File: src/rtl/zac_pkg.sv
// Shared types, constants and modular helpers for the zig-zag array counter.
// Used by the controller, the datapath and the port checker.
package zac_pkg;

    localparam logic [29:0]     ZAC_PRIME = 30'd1000000007;

    // Pass selector carried from controller to datapath.
    typedef enum logic [1:0] {
        OP_FILL = 2'd0,
        OP_SUM  = 2'd1,
        OP_UPD  = 2'd2,
        OP_TOT  = 2'd3
    } op_t;

    // Commands from the controller.
    typedef struct packed {
        logic load;
        logic issue;
        op_t  op;
        logic dec_round;
        logic finish;
    } cmd_t;

    // Status back to the controller.
    typedef struct packed {
        logic last;
        logic rounds_zero;
        logic round_last;
        logic error;
    } sts_t;

    // Sum of two residues, reduced once.
    function automatic logic [29:0] add_mod(input logic [29:0] a, input logic [29:0] b);
        logic [30:0] s;
        s = {1'b0, a} + {1'b0, b};
        add_mod = (s >= {1'b0, ZAC_PRIME}) ? 30'(s - {1'b0, ZAC_PRIME}) : s[29:0];
    endfunction

    // Difference of two residues, wrapped back into range.
    function automatic logic [29:0] sub_mod(input logic [29:0] a, input logic [29:0] b);
        logic [30:0] s;
        s = {1'b0, a} + {1'b0, ZAC_PRIME} - {1'b0, b};
        sub_mod = (a >= b) ? (a - b) : s[29:0];
    endfunction

endpackage

File: src/rtl/zac_ctrl.sv
// Sequencer for the zig-zag array counter: walks fill, round and total passes.
// Depends on zac_pkg; drives the datapath through cmd_t and reads sts_t.
module zac_ctrl
    import zac_pkg::*;
(
    input  logic clk,
    input  logic rst_n,
    input  logic in_valid,
    output logic in_ready,
    output logic out_valid,
    input  logic out_ready,
    output cmd_t cmd,
    input  sts_t sts
);

    localparam logic [3:0] S_IDLE  = 4'd0;
    localparam logic [3:0] S_FILL  = 4'd1;
    localparam logic [3:0] S_SUM   = 4'd2;
    localparam logic [3:0] S_SUM_W = 4'd3;
    localparam logic [3:0] S_UPD   = 4'd4;
    localparam logic [3:0] S_UPD_W = 4'd5;
    localparam logic [3:0] S_TOT   = 4'd6;
    localparam logic [3:0] S_TOT_W = 4'd7;
    localparam logic [3:0] S_FIN   = 4'd8;

    logic [3:0] state_reg, state_next;
    logic       out_valid_reg, out_valid_next;

    assign in_ready  = (state_reg == S_IDLE);
    assign out_valid = out_valid_reg;

    // Next state and command decode.
    always_comb
    begin
        state_next     = state_reg;
        out_valid_next = out_valid_reg && !out_ready;
        cmd            = '0;
        cmd.op         = OP_FILL;
        unique case (state_reg)
            S_IDLE:
            begin
                if (in_valid)
                begin
                    cmd.load   = 1'b1;
                    state_next = S_FILL;
                end
            end
            S_FILL:
            begin
                if (sts.error)
                begin
                    state_next = S_FIN;
                end
                else
                begin
                    cmd.issue = 1'b1;
                    cmd.op    = OP_FILL;
                    if (sts.last)
                    begin
                        state_next = sts.rounds_zero ? S_TOT : S_SUM;
                    end
                end
            end
            S_SUM:
            begin
                cmd.issue = 1'b1;
                cmd.op    = OP_SUM;
                if (sts.last)
                begin
                    state_next = S_SUM_W;
                end
            end
            S_SUM_W:
            begin
                state_next = S_UPD;
            end
            S_UPD:
            begin
                cmd.issue = 1'b1;
                cmd.op    = OP_UPD;
                if (sts.last)
                begin
                    state_next = S_UPD_W;
                end
            end
            S_UPD_W:
            begin
                cmd.dec_round = 1'b1;
                state_next    = sts.round_last ? S_TOT : S_SUM;
            end
            S_TOT:
            begin
                cmd.issue = 1'b1;
                cmd.op    = OP_TOT;
                if (sts.last)
                begin
                    state_next = S_TOT_W;
                end
            end
            S_TOT_W:
            begin
                state_next = S_FIN;
            end
            S_FIN:
            begin
                // Wait until the output register is free.
                if (!out_valid_reg || out_ready)
                begin
                    cmd.finish     = 1'b1;
                    out_valid_next = 1'b1;
                    state_next     = S_IDLE;
                end
            end
            default:
            begin
                state_next = S_IDLE;
            end
        endcase
    end

    // State and output handshake registers.
    always_ff @(posedge clk or negedge rst_n)
    begin
        if (!rst_n)
        begin
            state_reg     <= S_IDLE;
            out_valid_reg <= 1'b0;
        end
        else
        begin
            state_reg     <= state_next;
            out_valid_reg <= out_valid_next;
        end
    end

endmodule

File: config.mk
export PLATFORM = sky130hd
export DESIGN_NAME = zac_ctrl
export DESIGN_NICKNAME = d
export VERILOG_FILES = /design/src/rtl/zac_pkg.sv /design/src/rtl/zac_ctrl.sv
export SDC_FILE = /design/constraint.sdc
export NUM_CORES = 1
export LEC_CHECK = 0
export BUFFER_PORTS_ARGS = -buffer_cell sky130_fd_sc_hd__buf_4
export CORE_AREA = 3 3 40 42
export CTS_CLUSTER_DIAMETER = 200
export DETAILED_ROUTE_END_ITERATION = 7
export DIE_AREA = 0 0 43 45
export REMOVE_ABC_BUFFERS = 1
export SYNTH_ARGS = -nofsm -noshare
export SYNTH_HDL_FRONTEND = slang
export SYNTH_SLANG_ARGS = --single-unit
File: constraint.sdc
create_clock -name clk -period 1.68 [get_ports clk]
set_input_delay 0.084 -clock clk [delete_from_list [all_inputs] [get_ports clk]]
set_output_delay 0.084 -clock clk [all_outputs]
set_load 0.01 [all_outputs]
Yosys cells after proc, flatten, opt, wreduce, memory -nomap -nowiden
Index checks and enable logic that the tools add are counted.

cells by class
  reductions and logical operators = 6
  mux-type cells = 19
  order comparisons = 0
  add/sub/neg operators = 0
  shifts and indexed selects = 0
  equal/unequal tests = 14
  bitwise gates (word level) = 0
  divide/modulo/power cells = 0
  multiply operators = 0

operator list
  kind                                                                    number
  4-bit one-hot mux with 9 select lines                                   1
  4-bit two-way mux                                                       7
  4-bit by 3-bit equality test with 1-bit output (second input constant)  4
  3-bit one-hot mux with 4 select lines                                   1
  2-bit != test (second input constant)                                   5
  3-bit two-way mux                                                       3
  4-bit by 2-bit equality test with 1-bit output (second input constant)  2
  1-bit two-way mux                                                       7
  6-bit AND reduction                                                     1
  4-bit by 1-bit equality test with 1-bit output (second input constant)  1
  4-bit equality test (second input constant)                             1
  4-bit logical NOT                                                       1
  3-bit != test (second input constant)                                   1
  1-bit logical NOT                                                       2
  1-bit logical AND                                                       1
  1-bit logical OR                                                        1

storage, ports and cells
  input bits = 8
  word-level logic and storage cells = 41
  memory bits (writable) = 0
  latch bits = 0
  memories kept = 0
  output and inout bits = 8
  ROM bits = 0
  bits in registers = 5

Longest topological paths before layout
  word-level depth = 4
  gate-level depth with buffers = 5
  mapped depth without buffers = 4

Least setup slack after synthesis
Ideal clock, no wire load.

  path kind = reg2reg
  from = reg state_reg[2]
  to = reg state_reg[2]
  arrival time = 1.392 ns
  path slack = 0.168 ns
  library setup time = 0.120 ns
  cell stages (with the launch flop) = 5
  required time = 1.560 ns
  clock period less this slack = 1.512 ns
  path buffers = 1
  path through = dfrtp_1 -> buf_6 -> or4_4 -> o22a_1 -> a31o_1

on the way
  word-level cells in the longest chain between the ends = 3
  elaborated cells between the ends (all ways) = 17
  classes of those cells = eq/ne (14); mux (1); reduce/logical (2)

ends and longest elaborated chain
  what                                                                          RTL line         source
  start, declared                                                               zac_ctrl.sv:26   logic [3:0] state_reg, state_next;
  start signal, assigned                                                        zac_ctrl.sv:131  state_reg <= state_next;
  4-bit by 1-bit equality test with 1-bit output, or another cell as far along  zac_ctrl.sv:39   unique case (state_reg)
  3-bit != test (no line) / 2-bit != test (equally long branches)               -
  6-bit AND reduction (no line)                                                 -

Several ways; a longest one is shown, not always the timed one.
A chain may end at the register's enable or synchronous reset.

==> results.py <==
metrics = {
    "finish": {
        "fill_cells": 135,
        "largest_reg_flops": 4,
        "drive_gt1_share_pct": 47.1,
        "area_growth_pct": 54.0,
        "final_nets": 79,
        "finalInstanceArea_um2": 603,
        "utilization_pct": 46.9,
        "antenna_cells": 0,
    },
    "floorplan": {
        "dieArea_um2": 1940,
        "io-pin-count": 16,
        "floorplan.initialDensity_pct": 30.5,
        "core-area_um2": 1280,
        "die_h_um": 45,
        "die_x_um": 43,
        "rows": 13,
    },
    "detailed_routing": {
        "wl_per_cell_um": 12.6,
        "drt_wl_total_mm": 1.07,
        "first_iter_violations": 2,
        "firstDrtPassIters": 2,
        "vias_per_cell": 5.00,
        "vias": 425,
        "ant_nets": 0,
        "drc": 0,
    },
    "sta": {
        "min_period_over_period_pct": 98.3,
        "clock.fmax_mhz": 605,
        "relSlewSlack_pct": 82.3,
        "finalHoldWorstSlack_ps": 47.9,
        "finalSetupViolations": 0,
        "finalHoldViolations": 0,
        "report.final.slew_viol_count": 0,
        "tightest_slew_ps": 264,
        "min_period_ps": 1650,
        "rsz0062_at_grt": "true",
        "worst_slack_ps": 28.3,
        "clock_skew_ps": 5.97,
    },
    "clock_tree": {
        "cts-root-buf": "clkbuf_4",
        "ctsLongestPathBuffers": 2,
        "cts.sinks": 5,
        "clkLatencyLatePin_ps": 250,
        "clk_pin_slew_ps": 40,
        "cts_tree": "built",
        "cts_max_level": 1,
        "numCtsBuffers": 3,
    },
    "grt": {
        "grt_pass1_wl_mm": 1.76,
        "grt_start_max_net_pins": 12,
        "first_global_vias": 418,
        "overflow": 0,
        "antenna_found_initial": 0,
        "grt_use_total_pct": 12.1,
    },
    "worst_setup_path": {
        "startpoint_type": "register",
        "crit_path_end_kind": "primary output",
        "cp_max_fo": 6,
        "worstPathRequired_ps": 1600,
        "worstPathArrival_ps": 1570,
        "crit_type": "register to primary output",
    },
    "hold_path": {
        "hp-class": "primary input to register",
    },
    "synthesis": {
        "avgSynthCellArea_um2": 8.33,
        "seq_area_frac_synth_pct": 31.9,
        "synth_seq_cells": 5,
        "synth-xor-area-share_pct": 0,
        "yosysWarningCount": 0,
        "synthesis.instances": 47,
        "synthAdderAreaFrac_pct": 0,
        "syn_area_um2": 392,
        "synth_top_family_by_area": "simple AND/OR/NAND/NOR gates",
        "synthSimpleGateAreaFrac_pct": 30.4,
        "synth_compound_area_share_pct": 24.9,
        "synth_cell_types": 24,
        "synth_mux_area_share_pct": 0,
    },
    "place": {
        "hpwlAfterDp_um": 740,
        "port_buffers": 15,
        "place_area_um2": 507,
        "gp_congestion": 0.743,
        "pre_cts_slack_ps": 119,
    },
    "power_and_ir_drop": {
        "p_leak_nw": 0.291,
        "p_per_area_nw_per_um2": 1850,
        "ir_worst_vdd_uv": 926,
        "power_mw": 1.11,
    },
    "job": {
        "max_cap_violations": 0,
    },
    "run_status": {
        "status": "finished clean",
    },
}
==> worst max-delay path, cell delays in order (launching register included) <==
cell and delay (ps):
dfrtp_2 450, or4b_4 570, and2b_1 200, buf_4 110
==> Yosys cell counts, drive strengths merged <==
library cell  count  area share, %
or4               2            4.8
buf               3            7.0
nor2b             1            1.6
nand2             2            1.9
or4b              1            3.5
o32ai             4            8.9
a31o              1            2.2
inv               5            4.8
and2b             1            1.9
nor3              3            3.8
dfrtp             5             32
nor2              4            3.8
o22a              1            2.2
a21oi             5            6.4
nand2b            2            3.2
nor4b             1            2.2
o21ai             2            2.6
o21ba             1            2.6
nor3b             1            1.9
clkbuf            1           0.96
and2              1            1.6
==> routing by layer <==
metal  share of wire (%)  global-route usage, %
met2                  48                   20.1
met1                  43                   14.5
met5                   0                      0
met4                   0                   1.81
met3                 8.0                   6.37
==> final cells by class <==
class	count	area (um^2)	area share, %
Multi-Input combinational cell	33	223	36.9
Inverter	5	18.8	3.11
Tap cell	15	18.8	3.11
Clock buffer	4	26.3	4.36
Timing Repair Buffer	23	188	31.1
Sequential cell	5	129	21.4
==> power by group <==
part | leakage [nW] | switching, mW | total, mW | internal (mW)
Clock | 0.0150 | 0.0525 | 0.143 | 0.0900
Sequential | 0.0610 | 0.0774 | 0.257 | 0.180
Combinational | 0.215 | 0.320 | 0.713 | 0.393
Total | 0.291 | 0.450 | 1.11 | 0.663
==> through the flow <==
| stage | TNS, ps | std cells |
|---|---|---|
| after CTS | 0 | 82 |
| after floorplan | 0 | 43 |
| after detailed placement | 0 | 75 |
| after global routing | -40.1 | 85 |
| final | 0 | 85 |
| after global placement | 0 | 75 |
==> cell usage in the layout, fill, tap and decap left out <==
cell / synthesis / final
a31o_1: 1 / 1
dfrtp_1: 5 / 2
nor3b_1: 1 / 1
or4b_4: 1 / 1
nand2b_1: 2 / 2
dfrtp_2: 0 / 3
inv_1: 5 / 4
o21ai_1: 1 / 2
nor2_1: 4 / 4
o21ba_2: 1 / 1
nand2_1: 2 / 2
or4_1: 1 / 1
inv_2: 0 / 1
o32ai_1: 4 / 4
or4_4: 1 / 1
buf_12: 0 / 1
buf_4: 0 / 21
dlygate4sd3_1: 0 / 1
a21oi_1: 5 / 5
nor3_1: 3 / 3
and2_1: 1 / 1
nor2b_1: 1 / 1
nor4b_2: 0 / 1
clkbuf_1: 1 / 1
o22a_1: 1 / 1
clkbuf_4: 0 / 3
and2b_1: 1 / 1
==> cell families after synthesis <==
group / count (synthesis)
AOI/OAI and AO/OA: 14
buffers and inverters: 9
DFF: 5
and+or+nand+nor: 19
==> worst paths after layout <==
path | start | end | slack (ps) | depth (start not counted)
hold / removal | sts[3] | state_reg[1]$_DFFE_PN0P_ | 50 | 2
setup reg to reg | state_reg[1]$_DFFE_PN0P_ | state_reg[2]$_DFFE_PN0P_ | 110 | 5
hold reg to reg | out_valid$_DFF_PN0_ | out_valid$_DFF_PN0_ | 550 | 2
setup / recovery | state_reg[1]$_DFFE_PN0P_ | cmd[0] | 30 | 3
max in group asynchronous | rst_n | state_reg[1]$_DFFE_PN0P_ | 1380 | 2
min in group asynchronous | rst_n | out_valid$_DFF_PN0_ | 180 | 2
==> repair_timing <==
action / in CTS / in global routing
hold buffers: 1 / 0
pin swaps: 0 / 1
endpoints found under the hold margin: 5 / 0
gates resized for setup: 2 / 4
buffers inserted: 2 / 3
setup endpoints to repair: 1 / 5
No activity file was read; power rests on OpenSTA's default activity.
